### config.mk
export PLATFORM = sky130hd
export DESIGN_NAME = lattice_reconciliation_unit
export DESIGN_NICKNAME = d
export VERILOG_FILES = /design/src/rtl/lru_pkg.sv /design/src/rtl/lru_lane.sv /design/src/rtl/lru_merge.sv /design/src/rtl/lattice_reconciliation_unit.sv
export SDC_FILE = /design/constraint.sdc
export NUM_CORES = 1
export LEC_CHECK = 0
export BUFFER_PORTS_ARGS = -buffer_cell sky130_fd_sc_hd__buf_2
export CORE_ASPECT_RATIO = 0.6
export CORE_UTILIZATION = 50
export CTS_BUF_LIST = sky130_fd_sc_hd__clkbuf_4
export DETAILED_ROUTE_END_ITERATION = 12
export GPL_TIMING_DRIVEN = 0
export PLACE_DENSITY = 0.73
export RECOVER_POWER = 50
export SLEW_MARGIN = 20
export SYNTH_ARGS = -nofsm -noshare
export SYNTH_HDL_FRONTEND = slang
export SYNTH_SLANG_ARGS = --single-unit
### constraint.sdc
create_clock -name i_clk -period 5.3 [get_ports i_clk]
set_input_delay 0.795 -clock i_clk [delete_from_list [all_inputs] [get_ports i_clk]]
set_output_delay 0.795 -clock i_clk [all_outputs]
set_load 0.02 [all_outputs]
### src/rtl/lru_pkg.sv
// Shared constants and types for the lattice reconciliation unit.
// Used by lru_lane, lru_merge and lattice_reconciliation_unit; no dependencies.
package lru_pkg;

    localparam int MODULUS_LOG2 = 13;
    localparam int COEF_W       = 13;
    localparam int HINT_W       = 2;
    localparam int NUM_LANES    = 4;

    // signed working width: covers 8*coef+4 and 16q+8*coef with headroom
    localparam int ARITH_W = ((COEF_W + 3) > (MODULUS_LOG2 + 5) ?
                              (COEF_W + 3) : (MODULUS_LOG2 + 5)) + 2;
    localparam int GDIST_W = MODULUS_LOG2 + 1;  // distance to 2q grid, <= q
    localparam int RDIST_W = MODULUS_LOG2 + 3;  // distance to 8q grid, <= 4q
    localparam int GSUM_W  = GDIST_W + 2;
    localparam int RSUM_W  = RDIST_W + 2;

    typedef struct packed {
        logic [GDIST_W-1:0] gen_dist;
        logic [1:0]         v_near;
        logic [1:0]         v_alt;
        logic [RDIST_W-1:0] rec_dist;
    } t_lane_res;

endpackage

### src/rtl/lru_lane.sv
// One coefficient lane: rounding distances for hint generation and key recovery.
// Depends on lru_pkg.
module lru_lane (
    input  logic [lru_pkg::COEF_W-1:0] i_coef,
    input  logic                       i_rand_bit,
    input  logic [lru_pkg::HINT_W-1:0] i_hint,
    input  logic [lru_pkg::HINT_W-1:0] i_hint_last,
    input  logic                       i_is_last,
    output lru_pkg::t_lane_res         o_res
);
    import lru_pkg::*;

    logic signed [ARITH_W-1:0] x_val;
    logic signed [ARITH_W-1:0] t_gen;
    logic signed [ARITH_W-1:0] near_v;
    logic signed [ARITH_W-1:0] alt_v;
    logic signed [ARITH_W-1:0] gen_diff;
    logic signed [ARITH_W-1:0] gen_abs;
    logic        [3:0]         k_mul;
    logic signed [ARITH_W-1:0] y_val;
    logic signed [ARITH_W-1:0] t_rec;
    logic signed [ARITH_W-1:0] r_rec;
    logic signed [ARITH_W-1:0] rec_diff;
    logic signed [ARITH_W-1:0] rec_abs;

    always_comb begin
        // hint generation: x = 8v + 4*rbit, rounded onto multiples of 2q
        x_val    = (ARITH_W'(i_coef) <<< 3) + (ARITH_W'(i_rand_bit) <<< 2);
        t_gen    = x_val >>> MODULUS_LOG2;
        near_v   = (t_gen + ARITH_W'(1)) >>> 1;
        alt_v    = t_gen >>> 1;
        gen_diff = x_val - (near_v <<< (MODULUS_LOG2 + 1));
        gen_abs  = gen_diff[ARITH_W-1] ? -gen_diff : gen_diff;

        // key recovery: y = 16q + 8v - k*q, distance to nearest multiple of 8q
        k_mul    = i_is_last ? 4'(i_hint_last)
                             : (4'(i_hint) << 1) + 4'(i_hint_last);
        y_val    = (ARITH_W'(16) <<< MODULUS_LOG2) + (ARITH_W'(i_coef) <<< 3)
                 - (ARITH_W'(k_mul) <<< MODULUS_LOG2);
        t_rec    = y_val >>> (MODULUS_LOG2 + 2);
        r_rec    = (t_rec >>> 1) + ARITH_W'(t_rec[0]);
        rec_diff = (r_rec <<< (MODULUS_LOG2 + 3)) - y_val;
        rec_abs  = rec_diff[ARITH_W-1] ? -rec_diff : rec_diff;

        o_res.gen_dist = gen_abs[GDIST_W-1:0];
        o_res.v_near   = near_v[1:0];
        o_res.v_alt    = alt_v[1:0];
        o_res.rec_dist = rec_abs[RDIST_W-1:0];
    end

endmodule

### src/rtl/lru_merge.sv
// Merge stage: sums lane distances, picks the candidate vector, forms hints / key bit.
// Depends on lru_pkg.
module lru_merge (
    input  logic                       i_op,
    input  lru_pkg::t_lane_res         i_lane [lru_pkg::NUM_LANES],
    output logic [lru_pkg::HINT_W-1:0] o_hint [lru_pkg::NUM_LANES],
    output logic                       o_key_bit
);
    import lru_pkg::*;

    logic [GSUM_W-1:0] gen_sum;
    logic [RSUM_W-1:0] rec_sum;
    logic              sel;
    logic [1:0]        vt [NUM_LANES];

    always_comb begin
        gen_sum = '0;
        rec_sum = '0;
        for (int i = 0; i < NUM_LANES; i++) begin
            gen_sum = gen_sum + GSUM_W'(i_lane[i].gen_dist);
            rec_sum = rec_sum + RSUM_W'(i_lane[i].rec_dist);
        end
        sel = (gen_sum >= (GSUM_W'(2) << MODULUS_LOG2));
        for (int i = 0; i < NUM_LANES; i++) begin
            vt[i] = sel ? i_lane[i].v_alt : i_lane[i].v_near;
        end
        for (int i = 0; i < NUM_LANES - 1; i++) begin
            o_hint[i] = i_op ? '0 : HINT_W'(vt[i] - vt[NUM_LANES-1]);
        end
        // (sel + 2*v_last) mod 4
        o_hint[NUM_LANES-1] = i_op ? '0 : {vt[NUM_LANES-1][0], sel};
        o_key_bit = i_op && (rec_sum < (RSUM_W'(8) << MODULUS_LOG2));
    end

endmodule

### src/rtl/lattice_reconciliation_unit.sv
// Lattice reconciliation unit: hint generation and key-bit recovery, one group per beat.
// Top level; instantiates lru_lane (x4) and lru_merge, uses lru_pkg.
//
// Usage:
//   Input channel (i_in_valid / o_in_ready) carries one group of four
//   coefficients with op, dither bit and received hints. Output channel
//   (o_out_valid / i_out_ready) returns one result beat per input beat:
//   four hints for op 0 (key bit zero), one key bit for op 1 (hints zero).
//   From input acceptance to o_out_valid, the four lanes are registered,
//   then the merge stage feeds the output register.
//   Throughput is one beat per cycle while the receiver is ready, set by
//   the two-stage pipeline; the lanes and merge adder tree are each combinational.
//   A stalled receiver holds the output register; the lane stage keeps
//   taking beats until it is full as well, then o_in_ready drops.
//   Synchronous active-low reset empties both stages; results in flight
//   are dropped.
module lattice_reconciliation_unit (
    input  logic                       i_clk,
    input  logic                       i_rst_n,
    input  logic                       i_in_valid,
    output logic                       o_in_ready,
    input  logic                       i_op,
    input  logic [lru_pkg::COEF_W-1:0] i_coef_a,
    input  logic [lru_pkg::COEF_W-1:0] i_coef_b,
    input  logic [lru_pkg::COEF_W-1:0] i_coef_c,
    input  logic [lru_pkg::COEF_W-1:0] i_coef_d,
    input  logic                       i_rand_bit,
    input  logic [lru_pkg::HINT_W-1:0] i_hint_in_a,
    input  logic [lru_pkg::HINT_W-1:0] i_hint_in_b,
    input  logic [lru_pkg::HINT_W-1:0] i_hint_in_c,
    input  logic [lru_pkg::HINT_W-1:0] i_hint_in_d,
    output logic                       o_out_valid,
    input  logic                       i_out_ready,
    output logic [lru_pkg::HINT_W-1:0] o_hint_out_a,
    output logic [lru_pkg::HINT_W-1:0] o_hint_out_b,
    output logic [lru_pkg::HINT_W-1:0] o_hint_out_c,
    output logic [lru_pkg::HINT_W-1:0] o_hint_out_d,
    output logic                       o_key_bit
);
    import lru_pkg::*;

    logic [COEF_W-1:0] coef    [NUM_LANES];
    logic [HINT_W-1:0] hint_in [NUM_LANES];
    t_lane_res         lane_res [NUM_LANES];

    t_lane_res         r_lane  [NUM_LANES];
    logic              r_s1_op;
    logic              r_s1_valid;
    logic              n_s1_valid;

    logic [HINT_W-1:0] mrg_hint [NUM_LANES];
    logic              mrg_key;
    logic [HINT_W-1:0] r_hint  [NUM_LANES];
    logic              r_key;
    logic              r_out_valid;
    logic              n_out_valid;

    logic              s2_ready;
    logic              s1_ready;
    logic              s1_load;
    logic              s2_load;

    assign coef[0]    = i_coef_a;
    assign coef[1]    = i_coef_b;
    assign coef[2]    = i_coef_c;
    assign coef[3]    = i_coef_d;
    assign hint_in[0] = i_hint_in_a;
    assign hint_in[1] = i_hint_in_b;
    assign hint_in[2] = i_hint_in_c;
    assign hint_in[3] = i_hint_in_d;

    for (genvar g = 0; g < NUM_LANES; g++) begin : g_lane
        lru_lane u_lane (
            .i_coef      (coef[g]),
            .i_rand_bit  (i_rand_bit),
            .i_hint      (hint_in[g]),
            .i_hint_last (hint_in[NUM_LANES-1]),
            .i_is_last   (1'(g == NUM_LANES - 1)),
            .o_res       (lane_res[g])
        );
    end

    lru_merge u_merge (
        .i_op      (r_s1_op),
        .i_lane    (r_lane),
        .o_hint    (mrg_hint),
        .o_key_bit (mrg_key)
    );

    // pipeline handshake: each stage advances when the next one has room
    assign s2_ready   = !r_out_valid || i_out_ready;
    assign s1_ready   = !r_s1_valid || s2_ready;
    assign o_in_ready = s1_ready;
    assign s1_load    = i_in_valid && s1_ready;
    assign s2_load    = r_s1_valid && s2_ready;

    always_comb begin
        n_s1_valid  = s1_ready ? i_in_valid : r_s1_valid;
        n_out_valid = s2_ready ? r_s1_valid : r_out_valid;
    end

    always_ff @(posedge i_clk) begin
        if (!i_rst_n) begin
            r_s1_valid  <= 1'b0;
            r_out_valid <= 1'b0;
        end else begin
            r_s1_valid  <= n_s1_valid;
            r_out_valid <= n_out_valid;
        end
    end

    always_ff @(posedge i_clk) begin
        if (s1_load) begin
            r_lane  <= lane_res;
            r_s1_op <= i_op;
        end
        if (s2_load) begin
            r_hint <= mrg_hint;
            r_key  <= mrg_key;
        end
    end

    assign o_out_valid  = r_out_valid;
    assign o_hint_out_a = r_hint[0];
    assign o_hint_out_b = r_hint[1];
    assign o_hint_out_c = r_hint[2];
    assign o_hint_out_d = r_hint[3];
    assign o_key_bit    = r_key;

endmodule
* Yosys cells after proc, flatten, opt, wreduce, memory -nomap -nowiden
Index checks and enable logic that the tools add are counted.
Word-level totals: register bits 148
Operators by class: multiplexer cells 12, add/subtract/negate cells 48, reductions and logical operators 7, $lt $le $gt $ge 2
Operators with widths (number):
- $sub 18x20->20 | 4
- $sub 20x20->20 | 4
- $add 18x16->19 const A | 4
- $add 16x3->17 | 4
- $mux 16 | 4
- $neg 16->16 | 4
- $sub 19x17->20 | 3
- $mux 14 | 4
- $neg 14->14 | 4
- $add 18x16->18 | 2
- $add 16x14->16 | 2
- $add 7x2->7 const B | 4
- $sub 19x15->20 | 1
- $lt 18x17->1 const B | 1
- $add 16x16->17 | 1
- $add 4x1->4 | 4
- $ge 16x15->1 const B | 1
- $add 14x14->15 | 1
- $add 3x2->4 | 3
- $mux 2 | 4
- $sub 2x2->2 | 3
- $logic_and 1x1->1 | 3
- $logic_not 1->1 | 2
- $logic_or 1x1->1 | 2

* Longest topological paths before layout
Gate-level depths: netlist (run 1).
depth in word-level cells 6, gate-level depth with buffers 21, depth with buffers taken out 21

* Hierarchy
A second synthesis (run 1) with hierarchy kept.
Unflattened totals: cell total of the unflattened synthesis 1000, area total of the unflattened synthesis 11238.3 µm²
Modules (own cells, without submodules):
- lattice_reconciliation_unit | area an instance 4495.6 µm², seq. area each 4424.2 µm², cells each 157, instances 1
- lru_lane | area an instance 1108.6 µm², seq. area each 0.0 µm², cells each 159, instances 4
- lru_merge | area an instance 2308.5 µm², seq. area each 0.0 µm², cells each 207, instances 1

* Worst setup path after synthesis (run 1)
Ideal clock, no wire load.
kind flip-flop to flip-flop, start point reg r_lane[91] (netlist bit), end point reg r_hint (netlist bit o_hint_out_a[1]) (data pin), library setup time 0.272 ns, path buffers 0, data arrival time 4.982 ns, path slack 0.045 ns, cell stages (with the launch flop) 21, data required time 5.028 ns, cell sequence edfxtp_1 -> ha_1 -> a21o_1 -> a21oi_1 -> o21ai_0 -> a2111oi_0 -> nor2_1 -> xnor2_1 -> fa_1 -> inv_1 -> ha_1 -> a22o_1 -> nor3_1 -> a311oi_2 -> or4b_2 -> nand2_1 -> mux2i_1 -> ha_1 -> nor3_1 -> o211ai_1 -> o311ai_1
Between the ends: word-level cells in the longest chain between the ends 6
RTL lines:
- from (decl) | line lattice_reconciliation_unit.sv:46 | t_lane_res r_lane [NUM_LANES];
- from (signal assigned) | line lattice_reconciliation_unit.sv:114 | r_lane <= lane_res;
- $add 14x14->15 (*) | line lru_merge.sv:20 | gen_sum = gen_sum + GSUM_W'(i_lane[i].gen_dist);
- $add 16x14->16 (*) (2 in series) | line lru_merge.sv:20
- $ge 16x15->1 (*) | line lru_merge.sv:23 | sel = (gen_sum >= (GSUM_W'(2) << MODULUS_LOG2));
- $mux 2 | line lru_merge.sv:25 | vt[i] = sel ? i_lane[i].v_alt : i_lane[i].v_near;
- $sub 2x2->2 (*) | line lru_merge.sv:28 | o_hint[i] = i_op ? '0 : HINT_W'(vt[i] - vt[NUM_LANES-1]);
- to (signal assigned) | line lattice_reconciliation_unit.sv:118 | r_hint <= mrg_hint;
- to (decl) | line lattice_reconciliation_unit.sv:53 | logic [HINT_W-1:0] r_hint [NUM_LANES];
Mark *: on every way between the ends. The rest lies on a longest branch, timed or not. A chain may end at the register's enable or synchronous reset.

==> flow_results.xml, run 1 <==
<?xml version="1.0" encoding="UTF-8"?>
<metrics>
  <group name="timing">
    <metric name="timing.fmax" unit="MHz">187</metric>
    <metric name="worst_clock_skew" unit="ns">0.0203</metric>
    <metric name="final-hold-violation-count" unit="">0</metric>
    <metric name="final.setup.worst_slack" unit="ns">-0.0349</metric>
    <metric name="timing_worst_slew_pin_value" unit="ns">2.35</metric>
    <metric name="setup_tns" unit="ns">-0.0539</metric>
    <metric name="timing.final.crit_share" unit="%">101</metric>
    <metric name="unrepaired_setup_endpoints_after_global_routing" unit="">yes</metric>
    <metric name="timing_max_transition_violations_final" unit="">70</metric>
    <metric name="setup_violations" unit="">2</metric>
    <metric name="relSlewSlack" unit="%">-56.9</metric>
    <metric name="finalWorstPathRequiredPeriod" unit="ns">5.33</metric>
  </group>
  <group name="cts">
    <metric name="post_cts_hold_buffer_count" unit="">0</metric>
    <metric name="cts.htree.levels" unit="">4</metric>
    <metric name="numCtsBuffers" unit="">17</metric>
    <metric name="tritoncts_clock_tree" unit="">done</metric>
    <metric name="clk_pin_slew_worst_paths" unit="ns">0.12</metric>
    <metric name="cts_sinks" unit="">125</metric>
    <metric name="clk_root_buffer_cell" unit="">clkbuf_4</metric>
    <metric name="ctsLongestPathBuffers" unit="">2</metric>
    <metric name="clock_insertion_delay_worst_skew" unit="ns">0.53</metric>
  </group>
  <group name="worst_setup_path">
    <metric name="path_max_fanout" unit="">5</metric>
    <metric name="list_of_cells_traversed_by_the_critical_path" unit="">ha_1, a21o_1, a21oi_2, o21ai_2, a2111oi_4, buf_4, o21ai_2, and4_4, fa_1, inv_2, ha_4, nand4_1, buf_4, a311oi_4, buf_6, nor3_2, o211ai_1, nand2_2, ha_2, and3b_1, o211ai_1, o311ai_1</metric>
    <metric name="cp.arrival" unit="ns">5.58</metric>
    <metric name="critical_path.slowest_cell" unit="">fa_1</metric>
    <metric name="endpoint_class_of_the_critical_path" unit="">flop</metric>
    <metric name="worstSetupStartpointType" unit="">flop</metric>
    <metric name="timing_worst_setup_path_type" unit="">flop to flop</metric>
    <metric name="crit_path_max_incr_delay" unit="ns">0.51</metric>
    <metric name="cp_data_required_time" unit="ns">5.55</metric>
  </group>
  <group name="routing">
    <metric name="detailedRoute.firstPassIterationCount" unit="">9</metric>
    <metric name="drt-initial-drc-count" unit="">744</metric>
    <metric name="dr_total_vias" unit="">8643</metric>
    <metric name="routed_wire_length_per_instance" unit="um">17.5</metric>
    <metric name="wirelength" unit="um">26700</metric>
    <metric name="remaining_drc_errors" unit="">3</metric>
    <metric name="route.detailed.vias_per_inst" unit="">5.69</metric>
    <metric name="ant_nets" unit="">0</metric>
  </group>
  <group name="yosys">
    <metric name="yosysWarningCount" unit="">0</metric>
    <metric name="yosys.cell_count.top_type" unit="">inv_1</metric>
    <metric name="synth_enable_flop_cells" unit="">123</metric>
    <metric name="synth.area.top_cells" unit="">edfxtp_1 34%, ha_1 11%, xnor2_1 7.1%, inv_1 5.0%, xor2_1 4.8%</metric>
    <metric name="synth_top_cells_by_count" unit="">144 x inv_1, 123 x edfxtp_1, 98 x ha_1</metric>
    <metric name="post_synthesis_sequential_area_ratio" unit="%">34.2</metric>
    <metric name="number_of_instances_in_the_synthesized_netlist" unit="">1133</metric>
    <metric name="asr_flop_ratio_synth" unit="%">0</metric>
    <metric name="total_nets_after_synthesis" unit="">1323</metric>
    <metric name="post_synth_top_area_share" unit="%">33.8</metric>
    <metric name="synth_top_flop_cell" unit="">edfxtp_1</metric>
    <metric name="synthDominantAreaCellType" unit="">edfxtp_1</metric>
    <metric name="syn_avg_cell_area" unit="um^2">9.64</metric>
    <metric name="synthDistinctLibCells" unit="">91</metric>
    <metric name="syn_area" unit="um^2">10900</metric>
    <metric name="post_synthesis_register_bit_count" unit="">125</metric>
  </group>
  <group name="placement">
    <metric name="placement.io_buffers" unit="">59</metric>
    <metric name="gp_congestion" unit="">0.952</metric>
    <metric name="count_of_placed_standard_cells_including_taps" unit="">1473</metric>
    <metric name="post-place-ws" unit="ns">-1.05</metric>
    <metric name="area_post_placement" unit="um^2">11600</metric>
    <metric name="hpwl" unit="um">20800</metric>
  </group>
  <group name="global_routing">
    <metric name="global_route_wire_length_before_repair" unit="um">41700</metric>
    <metric name="globalRouteTotalUtil" unit="%">24.5</metric>
    <metric name="grt_max_degree" unit="">48</metric>
    <metric name="antenna_found_initial" unit="">0</metric>
    <metric name="first_global_vias" unit="">7769</metric>
    <metric name="sum_of_overflow_across_all_layers_after_global_routing" unit="">0</metric>
  </group>
  <group name="final_layout">
    <metric name="design_area_final" unit="um^2">12100</metric>
    <metric name="layout-area-overhead-vs-synth" unit="%">11.2</metric>
    <metric name="layout.nets" unit="">1419</metric>
    <metric name="finalNonFillerCells" unit="">1520</metric>
    <metric name="fillCellCount" unit="">1873</metric>
    <metric name="layout-drive-gt1-share" unit="%">13.5</metric>
    <metric name="antenna-diode-count" unit="">0</metric>
  </group>
  <group name="status">
    <metric name="run_status" unit="">finished with violations</metric>
    <metric name="failed_checks" unit="">design-rule violations, max-capacitance violations, max-slew violations, negative setup slack</metric>
  </group>
  <group name="pwr">
    <metric name="ir_drop" unit="uV">239</metric>
    <metric name="p_leak" unit="nW">5.01</metric>
    <metric name="power_per_cell_area" unit="nW/um^2">409</metric>
  </group>
  <group name="floorplan">
    <metric name="io_pins" unit="">77</metric>
    <metric name="floorplan.die_area" unit="um^2">22500</metric>
    <metric name="die_h" unit="um">116</metric>
    <metric name="die_width" unit="um">193</metric>
    <metric name="placementRows" unit="">41</metric>
    <metric name="start_util" unit="%">51.5</metric>
    <metric name="core_region_area" unit="um^2">21200</metric>
  </group>
  <group name="min_path">
    <metric name="min_path_type" unit="">input pin to flop</metric>
  </group>
  <group name="flow_run">
    <metric name="max_cap_viol_count" unit="">2</metric>
  </group>
</metrics>
## power breakdown
group          switching, W  internal [W]  leakage, nW
Clock              0.000375      0.000269        0.138
Sequential        0.0000603       0.00134         1.22
Combinational       0.00167       0.00126         3.65
Total               0.00211       0.00286         5.01
## repair_timing
item | CTS | global route
setup buffers | 7 | 9
resized for setup | 24 | 20
setup endpoints to repair | 8 | 3
pin swaps | 12 | 24
## metal layers
layer	global-route usage, %	part of all wire, %	up-vias
met5	0	0	-
met1	38.3	50	4112
met3	5.68	8.7	20
met4	4.09	0.83	0
met2	34.2	40	297
li1	-	-	4214
## critical path: cells and delay by family, from the launching register on
kind	cells	cell delay, ns
compound gates	9	1.88
simple gates	5	0.76
buf+inv	4	0.66
flops	1	0.41
fa+ha+maj	4	1.31
## final cells by class
class	instances	area, um^2	share of cell area (%)
multi-input combinational	827	6670	54.9
sequential	125	3730	30.7
inverter	145	544	4.48
timing repair buffer	77	425	3.50
tap	279	349	2.87
buffer	36	165	1.36
clock inverter	14	129	1.06
clock buffer	17	128	1.05
## sequential cells by signal, indices dropped and copies added (netlist names)
register / cells
o_hint_out_a: 2
o_hint_out_b: 2
o_hint_out_c: 2
o_hint_out_d: 2
o_key_bit: 1
o_out_valid: 1
r_lane: 113
r_s1_op: 1
r_s1_valid: 1
## metrics by stage
step           util, %  hold WS [ns]  power, W
3_3_place_gp      54.6         0.501   0.00393
6_report          57.3         0.447   0.00497
2_1_floorplan        -         0.477   0.00336
3_5_place_dp      54.8         0.526   0.00401
5_1_grt           57.3         0.414   0.00541
4_1_cts           56.9         0.410   0.00484
## path summary, 6_finish.rpt
| kind | depth (start not counted) | start | slack (ns) | end |
|---|---|---|---|---|
| min | 1 | i_op | 0.45 | r_s1_op |
| min reg2reg | 1 | r_s1_valid | 0.54 | o_out_valid |
| max reg2reg | 22 | r_lane[125] | -0.03 | o_hint_out_b[1] |
| max | 22 | r_lane[125] | -0.03 | o_hint_out_b[1] |
## cell usage in the layout, fill, tap and decap left out, drive strengths merged, types with 5 or more instances in the layout
cell     instances
a2111oi          5
a211oi           7
a21o            14
a21oi           65
a311o            5
a31oi           16
a41oi            5
and2             8
buf             72
clkbuf          58
clkinv           9
edfxtp         123
fa              26
ha              98
inv            145
mux2i            9
nand2           60
nand2b          20
nand3           19
nand4            5
nor2            76
nor2b           15
nor3            37
nor3b            7
nor4            14
o2111ai          6
o211ai          12
o21a            14
o21ai           42
o31ai            6
or2              9
or3             10
or4              5
xnor2           89
xor2            60
## cell families after synthesis
group,Yosys count,share of synthesized area [%]
multiplexers,12,1.20
buffers and inverters,181,6.50
AND/OR/NAND/NOR,311,15.5
XOR/XNOR,149,12.0
AO/OA/AOI/OAI,231,14.6
adder cells (fa/ha/maj),124,16.0
flip-flops,125,34.2
No activity file was read; power rests on OpenSTA's default activity.
==> run 2: changes to the inputs <==
--- a/config.mk
+++ b/config.mk
@@ -16,4 +16,5 @@
 export SLEW_MARGIN = 20
 export SYNTH_ARGS = -nofsm -noshare
 export SYNTH_HDL_FRONTEND = slang
+export SYNTH_HIERARCHICAL = 1
 export SYNTH_SLANG_ARGS = --single-unit
==> run 2 against run 1 <==
  * The run now ends clean
  * Die area grew 2.9%
  * Hold slack lost 0.067 ns
  * Fmax is 38% higher
  * Sequential power is 23% higher
  * Routed wire length fell by 6.7%
  * Critical endpoint is now r_lane[71]
  * Largest power group unchanged
  * Highest routed layer unchanged
==> flow_results.xml, run 2 <==
<?xml version="1.0" encoding="UTF-8"?>
<metrics>
  <group name="yosys">
    <metric name="asr_flop_ratio_synth" unit="%">0</metric>
    <metric name="post_synthesis_sequential_area_ratio" unit="%">39.4</metric>
    <metric name="synth_top_cells_by_count" unit="">146 x edfxtp_1, 92 x xnor2_1, 74 x ha_1</metric>
    <metric name="synth_enable_flop_cells" unit="">146</metric>
    <metric name="yosys.cell_count.top_type" unit="">edfxtp_1</metric>
    <metric name="yosys.area_share.simple" unit="%">13.6</metric>
    <metric name="number_of_instances_in_the_synthesized_netlist" unit="">1000</metric>
    <metric name="synthDistinctLibCells" unit="">59</metric>
    <metric name="post_synth_fa_ha_maj_area_fraction" unit="%">18.7</metric>
    <metric name="syn_area" unit="um^2">11200</metric>
    <metric name="compound_cell_area_share_of_the_yosys_netlist" unit="%">8.55</metric>
    <metric name="yosysWarningCount" unit="">6</metric>
    <metric name="post_synthesis_register_bit_count" unit="">148</metric>
    <metric name="synth_top_flop_cell" unit="">edfxtp_1</metric>
    <metric name="synth.area.top_cells" unit="">edfxtp_1 39%, fa_1 11%, ha_1 8.2%, xnor2_1 7.2%, xor2_1 4.4%</metric>
    <metric name="largest_family_of_logic_cells_by_synthesized_area" unit="">adder cells</metric>
    <metric name="synthXorXnorAreaFrac" unit="%">11.5</metric>
    <metric name="post_synth_top_area_share" unit="%">39.0</metric>
    <metric name="synthDominantAreaCellType" unit="">edfxtp_1</metric>
    <metric name="muxShareOfSynthArea" unit="%">2.25</metric>
    <metric name="syn_avg_cell_area" unit="um^2">11.2</metric>
  </group>
  <group name="pwr">
    <metric name="ir_drop" unit="uV">169</metric>
    <metric name="power_frac_comb" unit="%">45.5</metric>
    <metric name="switching_share" unit="%">37.2</metric>
    <metric name="p_leak" unit="nW">4.90</metric>
    <metric name="internal_power" unit="W">0.00294</metric>
    <metric name="clockPowerShare" unit="%">17.6</metric>
    <metric name="power_switching" unit="W">0.00174</metric>
    <metric name="power_per_cell_area" unit="nW/um^2">379</metric>
    <metric name="p_seq_share" unit="%">36.8</metric>
  </group>
  <group name="min_path">
    <metric name="worst_hold_end" unit="">r_s1_op</metric>
    <metric name="timing.hold.worst.start" unit="">i_op</metric>
    <metric name="worstHoldPathCells" unit="">1</metric>
    <metric name="min_path_type" unit="">input pin to flop</metric>
  </group>
  <group name="cts">
    <metric name="tritoncts_clock_tree" unit="">done</metric>
    <metric name="cts_post_setup_buffers_inserted" unit="">0</metric>
    <metric name="numCtsBuffers" unit="">17</metric>
    <metric name="clk_pin_slew_worst_paths" unit="ns">0.14</metric>
    <metric name="clock_insertion_delay_worst_skew" unit="ns">0.57</metric>
    <metric name="ctsLongestPathBuffers" unit="">2</metric>
    <metric name="clk_root_buffer_cell" unit="">clkbuf_4</metric>
    <metric name="post_cts_hold_buffer_count" unit="">0</metric>
    <metric name="cts_resized" unit="">0</metric>
    <metric name="cts.htree.levels" unit="">4</metric>
    <metric name="cts_sinks" unit="">148</metric>
  </group>
  <group name="worst_setup_path">
    <metric name="critical_path.slowest_cell" unit="">a21oi_1</metric>
    <metric name="r2r.worst_path.cells" unit="">4</metric>
    <metric name="path_delay_family" unit="">buffers and inverters</metric>
    <metric name="cp_data_required_time" unit="ns">5.49</metric>
    <metric name="critical_path.n_buffers_inverters" unit="">2</metric>
    <metric name="timing_worst_setup_path_type" unit="">flop to flop</metric>
    <metric name="critPathMostFrequentCell" unit="">clkbuf_1</metric>
    <metric name="reg2reg_slack" unit="ns">1.44</metric>
    <metric name="worstSetupStartpointType" unit="">flop</metric>
    <metric name="path_max_fanout" unit="">24</metric>
    <metric name="crit_path_max_incr_delay" unit="ns">1.08</metric>
    <metric name="endpoint_class_of_the_critical_path" unit="">flop</metric>
    <metric name="critical_path.reg2reg.endpoint" unit="">r_lane[71]</metric>
    <metric name="timing.rr.start" unit="">o_out_valid</metric>
    <metric name="list_of_cells_traversed_by_the_critical_path" unit="">nor2b_1, a21oi_1, clkbuf_1, clkbuf_1</metric>
    <metric name="cp.arrival" unit="ns">4.05</metric>
  </group>
  <group name="global_routing">
    <metric name="globalRouteTotalUtil" unit="%">22.5</metric>
    <metric name="first_global_vias" unit="">7169</metric>
    <metric name="global_route_wire_length_before_repair" unit="um">38900</metric>
    <metric name="grt_max_degree" unit="">25</metric>
    <metric name="antenna_found_initial" unit="">1</metric>
    <metric name="sum_of_overflow_across_all_layers_after_global_routing" unit="">0</metric>
  </group>
  <group name="timing">
    <metric name="worst_clock_skew" unit="ns">0.0241</metric>
    <metric name="unrepaired_setup_endpoints_after_global_routing" unit="">no</metric>
    <metric name="timing_max_transition_violations_final" unit="">0</metric>
    <metric name="relSlewSlack" unit="%">6.63</metric>
    <metric name="timing_worst_slew_pin_value" unit="ns">1.40</metric>
    <metric name="setup_violations" unit="">0</metric>
    <metric name="final-hold-violation-count" unit="">0</metric>
    <metric name="timing.fmax" unit="MHz">259</metric>
    <metric name="timing.final.crit_share" unit="%">72.9</metric>
    <metric name="setup_tns" unit="ns">0</metric>
    <metric name="finalWorstPathRequiredPeriod" unit="ns">3.86</metric>
  </group>
  <group name="floorplan">
    <metric name="placementRows" unit="">42</metric>
    <metric name="io_pins" unit="">77</metric>
    <metric name="die_h" unit="um">118</metric>
    <metric name="start_util" unit="%">51.0</metric>
    <metric name="floorplan.die_area" unit="um^2">23100</metric>
    <metric name="die_width" unit="um">196</metric>
    <metric name="core_region_area" unit="um^2">22000</metric>
  </group>
  <group name="final_layout">
    <metric name="layout-drive-gt1-share" unit="%">14.4</metric>
    <metric name="fillCellCount" unit="">1887</metric>
    <metric name="largest_reg_flops" unit="">136</metric>
    <metric name="layout.nets" unit="">1306</metric>
    <metric name="utilization" unit="%">56.0</metric>
    <metric name="layout-area-overhead-vs-synth" unit="%">9.75</metric>
    <metric name="final_common_cell" unit="">edfxtp_1</metric>
    <metric name="most-common-layout-cells" unit="">146 x edfxtp_1, 92 x xnor2_1, 74 x ha_1</metric>
    <metric name="top_register" unit="">r_lane</metric>
  </group>
  <group name="placement">
    <metric name="placement.io_buffers" unit="">56</metric>
    <metric name="gp_congestion" unit="">0.944</metric>
    <metric name="hpwl" unit="um">19700</metric>
  </group>
  <group name="routing">
    <metric name="routed_wire_length_per_instance" unit="um">17.6</metric>
    <metric name="remaining_drc_errors" unit="">0</metric>
    <metric name="detailedRoute.firstPassIterationCount" unit="">5</metric>
    <metric name="ant_nets" unit="">0</metric>
    <metric name="wirelength" unit="um">24900</metric>
    <metric name="dr_total_vias" unit="">7555</metric>
    <metric name="drt-initial-drc-count" unit="">589</metric>
    <metric name="route.detailed.vias_per_inst" unit="">5.36</metric>
  </group>
  <group name="flow_run">
    <metric name="max_cap_viol_count" unit="">0</metric>
  </group>
  <group name="status">
    <metric name="run_status" unit="">complete, no violations</metric>
  </group>
</metrics>
run 2: cell count changes in the layout (fill, tap and decap cells not counted), sizes merged, moves of 23 or more:
cell    before  now
inv        145   57
fa          26   59
conb         0   32
nand2       60   31
ha          98   74
edfxtp     123  146
run 2: cells by family after synthesis:
group,after synthesis
and+or+nand+nor,270
xor gates and xnor gates,148
DFF,148
AOI/OAI and AO/OA,143
adders and majority gates,133
buffers and inverters,128
muxes,24
other,6
run 2: worst reg2reg max path: stages, from the launching register on:
cell	delay, ns
dfxtp_1	0.36
nor2b_1	0.17
a21oi_1	1.08
clkbuf_1	0.80
clkbuf_1	1.08
run 2: power groups by stage:
stage          sequential [W]  combinational, W  clock, W
4_1_cts               0.00172           0.00213  0.000850
3_5_place_dp          0.00174           0.00211         0
3_3_place_gp          0.00175           0.00202         0
2_1_floorplan         0.00168           0.00162         0
5_1_grt               0.00174           0.00240  0.000899
6_report              0.00172           0.00213  0.000824
run 2: per-stage QoR:
step | instances | setup slack [ns] | total power, W | instance area [um^2] | hold slack (ns)
floorplan | 1026 | 0.276 | 0.00330 | 11300 | 0.550
global placement | 1368 | -1.42 | 0.00378 | 12000 | 0.514
detailed placement | 1374 | 0.962 | 0.00385 | 12200 | 0.528
CTS | 1406 | 1.58 | 0.00470 | 12500 | 0.317
global route | 1409 | 1.13 | 0.00504 | 12300 | 0.319
finish | 1409 | 1.44 | 0.00468 | 12300 | 0.379
run 2: per-layer routing:
metal	vias up	global-route usage, %	routed length (um)	share of wire (%)
met5	-	0	0	0
met4	0	4.97	190	0.76
met3	14	5.08	1900	7.6
met2	219	31.4	10100	41
met1	3665	35.3	12700	51
li1	3657	-	-	-
run 2: layout make-up:
class	instances	area [um^2]	area share, %
Antenna cell	3	7.51	0.0609
Buffer	73	440	3.57
Clock buffer	17	128	1.03
Clock inverter	15	205	1.66
Inverter	55	206	1.67
Multi-Input combinational cell	750	6250	50.7
Sequential cell	148	4420	35.9
Tap cell	286	358	2.90
Timing Repair Buffer	62	312	2.53
run 2: how the worst max path moves through the flow:
stage	from	to	depth (start not counted)
4_1_cts	i_hint_in_d[1]	r_lane[42]	15
5_1_grt	o_out_valid	r_lane[132]	4
3_5_place_dp	i_hint_in_d[1]	r_lane[42]	15
2_1_floorplan	i_out_ready	r_lane[0]	2
3_3_place_gp	i_out_ready	r_lane[62]	3
6_report	o_out_valid	r_lane[71]	4
==> run 3: changes to the inputs <==
--- a/config.mk
+++ b/config.mk
@@ -5,13 +5,14 @@
 export SDC_FILE = /design/constraint.sdc
 export NUM_CORES = 1
 export LEC_CHECK = 0
+export ABC_AREA = 1
 export BUFFER_PORTS_ARGS = -buffer_cell sky130_fd_sc_hd__buf_2
 export CORE_ASPECT_RATIO = 0.6
 export CORE_UTILIZATION = 50
 export CTS_BUF_LIST = sky130_fd_sc_hd__clkbuf_4
 export DETAILED_ROUTE_END_ITERATION = 12
 export GPL_TIMING_DRIVEN = 0
-export PLACE_DENSITY = 0.73
+export PLACE_DENSITY = 0.7
 export RECOVER_POWER = 50
 export SLEW_MARGIN = 20
 export SYNTH_ARGS = -nofsm -noshare
==> constraint.sdc (replaced) <==
create_clock -name i_clk -period 3.8 [get_ports i_clk]
set_input_delay 0.57 -clock i_clk [delete_from_list [all_inputs] [get_ports i_clk]]
set_output_delay 0.57 -clock i_clk [all_outputs]
set_load 0.02 [all_outputs]
==> run 3 against run 2 <==
  * The flow now finishes with violations (max-capacitance violations, max-slew violations)
  * Routed wire length grew 18%
  * Fmax grew 9.0%
  * Combinational power grew 69%
  * Global-route usage grew 0.94 points
  * Hold slack lost 0.23 ns
  * Non-clock buffer count shrank 3
  * Clock-buffer cell count grew 1
  * Clock skew grew 0.0029 ns
  * Sequential power grew 33%
  * Design area grew 13%
  * Critical endpoint is now o_hint_out_b[1]
==> flow_results.xml, run 3 <==
<?xml version="1.0" encoding="UTF-8"?>
<metrics>
  <group name="worst_setup_path">
    <metric name="cp_data_required_time" unit="ns">4.17</metric>
    <metric name="path_delay_family" unit="">adder cells</metric>
    <metric name="timing_worst_setup_path_type" unit="">flop to flop</metric>
    <metric name="critical_path.n_buffers_inverters" unit="">4</metric>
    <metric name="critical_path.slowest_cell" unit="">fa_1</metric>
    <metric name="cp.arrival" unit="ns">3.92</metric>
    <metric name="worstSetupStartpointType" unit="">flop</metric>
    <metric name="endpoint_class_of_the_critical_path" unit="">flop</metric>
    <metric name="path_max_fanout" unit="">10</metric>
    <metric name="list_of_cells_traversed_by_the_critical_path" unit="">inv_1, fa_1, fa_1, inv_1, ha_1, nand2_2, inv_1, nand2_1, nand2_1, a21oi_2, nand3_2, buf_4, nand4_1, nand2_2, nor2_2, nand3_1, nand2_1, nor2_2</metric>
    <metric name="crit_path_max_incr_delay" unit="ns">0.51</metric>
  </group>
  <group name="cts">
    <metric name="tritoncts_clock_tree" unit="">done</metric>
    <metric name="clk_pin_slew_worst_paths" unit="ns">0.14</metric>
    <metric name="numCtsBuffers" unit="">17</metric>
    <metric name="cts_post_setup_buffers_inserted" unit="">0</metric>
    <metric name="post_cts_hold_buffer_count" unit="">0</metric>
    <metric name="ctsLongestPathBuffers" unit="">2</metric>
    <metric name="clock_insertion_delay_worst_skew" unit="ns">0.59</metric>
    <metric name="clk_root_buffer_cell" unit="">clkbuf_4</metric>
    <metric name="cts.htree.levels" unit="">4</metric>
    <metric name="cts_sinks" unit="">148</metric>
  </group>
  <group name="routing">
    <metric name="route.detailed.vias_per_inst" unit="">5.05</metric>
    <metric name="detailedRoute.firstPassIterationCount" unit="">7</metric>
    <metric name="drt-initial-drc-count" unit="">595</metric>
    <metric name="dr_total_vias" unit="">9806</metric>
    <metric name="remaining_drc_errors" unit="">0</metric>
    <metric name="routed_wire_length_per_instance" unit="um">15.1</metric>
    <metric name="wirelength" unit="um">29200</metric>
    <metric name="ant_nets" unit="">0</metric>
  </group>
  <group name="global_routing">
    <metric name="grtUsageMet2" unit="%">32.3</metric>
    <metric name="grt_most_used_layer" unit="">met1</metric>
    <metric name="global_route_wire_length_before_repair" unit="um">46900</metric>
    <metric name="antenna_found_initial" unit="">1</metric>
    <metric name="grt_max_degree" unit="">38</metric>
    <metric name="globalRouteTotalUtil" unit="%">23.5</metric>
    <metric name="grt_use_met1" unit="%">36.3</metric>
    <metric name="sum_of_overflow_across_all_layers_after_global_routing" unit="">0</metric>
    <metric name="met3_global_route_usage" unit="%">5.54</metric>
    <metric name="first_global_vias" unit="">8993</metric>
  </group>
  <group name="final_layout">
    <metric name="layout-area-overhead-vs-synth" unit="%">9.06</metric>
    <metric name="largest_reg_flops" unit="">136</metric>
    <metric name="final_common_cell" unit="">nand2_1</metric>
    <metric name="most-common-layout-cells" unit="">353 x nand2_1, 211 x inv_1, 146 x edfxtp_1</metric>
    <metric name="layout.nets" unit="">1805</metric>
    <metric name="layout-drive-gt1-share" unit="%">21.3</metric>
    <metric name="top_register" unit="">r_lane</metric>
  </group>
  <group name="timing">
    <metric name="timing_worst_slew_pin_value" unit="ns">1.58</metric>
    <metric name="final-hold-violation-count" unit="">0</metric>
    <metric name="timing.fmax" unit="MHz">282</metric>
    <metric name="final.setup.worst_slack" unit="ns">0.254</metric>
    <metric name="timing_max_transition_violations_final" unit="">24</metric>
    <metric name="unrepaired_setup_endpoints_after_global_routing" unit="">no</metric>
    <metric name="hold_ws" unit="ns">0.146</metric>
    <metric name="timing.final.crit_share" unit="%">93.3</metric>
    <metric name="relSlewSlack" unit="%">-5.14</metric>
    <metric name="finalWorstPathRequiredPeriod" unit="ns">3.55</metric>
    <metric name="setup_violations" unit="">0</metric>
    <metric name="worst_clock_skew" unit="ns">0.0270</metric>
  </group>
  <group name="yosys">
    <metric name="syn_avg_cell_area" unit="um^2">8.61</metric>
    <metric name="syn_area" unit="um^2">12800</metric>
    <metric name="yosysWarningCount" unit="">6</metric>
    <metric name="synth_top_cells_by_count" unit="">353 x nand2_1, 211 x inv_1, 146 x edfxtp_1</metric>
    <metric name="post_synthesis_register_bit_count" unit="">148</metric>
    <metric name="synth_enable_flop_cells" unit="">146</metric>
    <metric name="synthDominantAreaCellType" unit="">edfxtp_1</metric>
    <metric name="yosys.cell_count.top_type" unit="">nand2_1</metric>
    <metric name="synthDistinctLibCells" unit="">40</metric>
    <metric name="synth.area.top_cells" unit="">edfxtp_1 34%, nand2_1 10%, fa_1 9.2%, ha_1 7.2%, inv_1 6.2%</metric>
    <metric name="asr_flop_ratio_synth" unit="%">0</metric>
    <metric name="post_synthesis_sequential_area_ratio" unit="%">34.6</metric>
    <metric name="post_synth_top_area_share" unit="%">34.3</metric>
    <metric name="synth_top_flop_cell" unit="">edfxtp_1</metric>
    <metric name="number_of_instances_in_the_synthesized_netlist" unit="">1485</metric>
  </group>
  <group name="floorplan">
    <metric name="floorplan.die_area" unit="um^2">26200</metric>
    <metric name="die_h" unit="um">126</metric>
    <metric name="start_util" unit="%">51.9</metric>
    <metric name="core_region_area" unit="um^2">24700</metric>
    <metric name="io_pins" unit="">77</metric>
    <metric name="die_width" unit="um">208</metric>
    <metric name="placementRows" unit="">44</metric>
  </group>
  <group name="pwr">
    <metric name="power_per_cell_area" unit="nW/um^2">491</metric>
    <metric name="p_leak" unit="nW">6.61</metric>
    <metric name="ir_drop" unit="uV">293</metric>
  </group>
  <group name="status">
    <metric name="failed_checks" unit="">max-capacitance violations, max-slew violations</metric>
    <metric name="run_status" unit="">finished with violations</metric>
  </group>
  <group name="flow_run">
    <metric name="max_cap_viol_count" unit="">1</metric>
  </group>
  <group name="placement">
    <metric name="hpwl" unit="um">24200</metric>
    <metric name="gp_congestion" unit="">0.938</metric>
    <metric name="placement.io_buffers" unit="">76</metric>
    <metric name="post-place-ws" unit="ns">0.0403</metric>
  </group>
  <group name="min_path">
    <metric name="min_path_type" unit="">input pin to flop</metric>
  </group>
</metrics>
==> run 3: changes by cell type after synthesis, moves of 40 or more <==
cell and delta:
nand2_1 +322, inv_1 +156, nand3_1 +82, xnor2_1 -76
nand2_2 +53, nand2b_1 -40
==> run 3: kinds of logic after synthesis <==
kind of cell,synth area share (%)
AOI/OAI and AO/OA,5.30
xor gates and xnor gates,4.38
adders and majority gates,16.5
buffers and inverters,10.2
DFF,34.6
muxes,0.313
other,0.176
and+or+nand+nor,28.6
==> run 3: where the power goes <==
| part | switching (W) | internal (W) | leakage, nW | total (W) |
|---|---|---|---|---|
| sequential | 0.000165 | 0.00212 | 1.45 | 0.00228 |
| clock | 0.000617 | 0.000338 | 0.139 | 0.000955 |
| combinational | 0.00224 | 0.00137 | 5.02 | 0.00361 |
==> run 3: what timing repair did <==
| action | 4_1_cts | 5_1_grt |
|---|---|---|
| gates resized for setup | 0 | 1 |
| setup endpoints to repair | 0 | 1 |
| hold endpoints to repair | 0 | 0 |
==> run 3: final timing paths <==
check	startpoint	end	slack [ns]	cells past startpoint
worst max-delay path	r_lane[66]	o_hint_out_b[1]	0.25	18
worst max register to register	r_lane[66]	o_hint_out_b[1]	0.25	18
worst min-delay path	i_op	r_s1_op	0.15	1
worst min register to register	r_s1_valid	o_out_valid	0.51	2
==> run 3: cell type report <==
type / count / area [um^2]
timing repair buffer: 80 / 408
fill: 2244 / 10700
buffer: 52 / 394
clock inverter: 14 / 128
tap: 322 / 403
antenna: 1 / 2.50
clock buffer: 18 / 135
multi-input combinational: 1068 / 7150
inverter: 239 / 908
sequential: 148 / 4420
==> run 3: metrics by stage <==
step / TNS [ns] / utilization (%) / total power, W / cells / area, um^2
floorplan: 0 / - / 0.00499 / 1507 / 12900
global placement: -70.17 / 55.4 / 0.00577 / 1905 / 13700
detailed placement: 0 / 55.7 / 0.00589 / 1909 / 13700
CTS: 0 / 56.8 / 0.00687 / 1941 / 14000
global route: 0 / 56.6 / 0.00746 / 1942 / 14000
finish: 0 / 56.6 / 0.00685 / 1942 / 14000
==> run 3: metal layers <==
layer / routed length (um) / up-vias
met5: 0 / -
met1: 15000 / 4518
met3: 2240 / 29
li1: - / 4978
met4: 478 / 0
met2: 11500 / 281
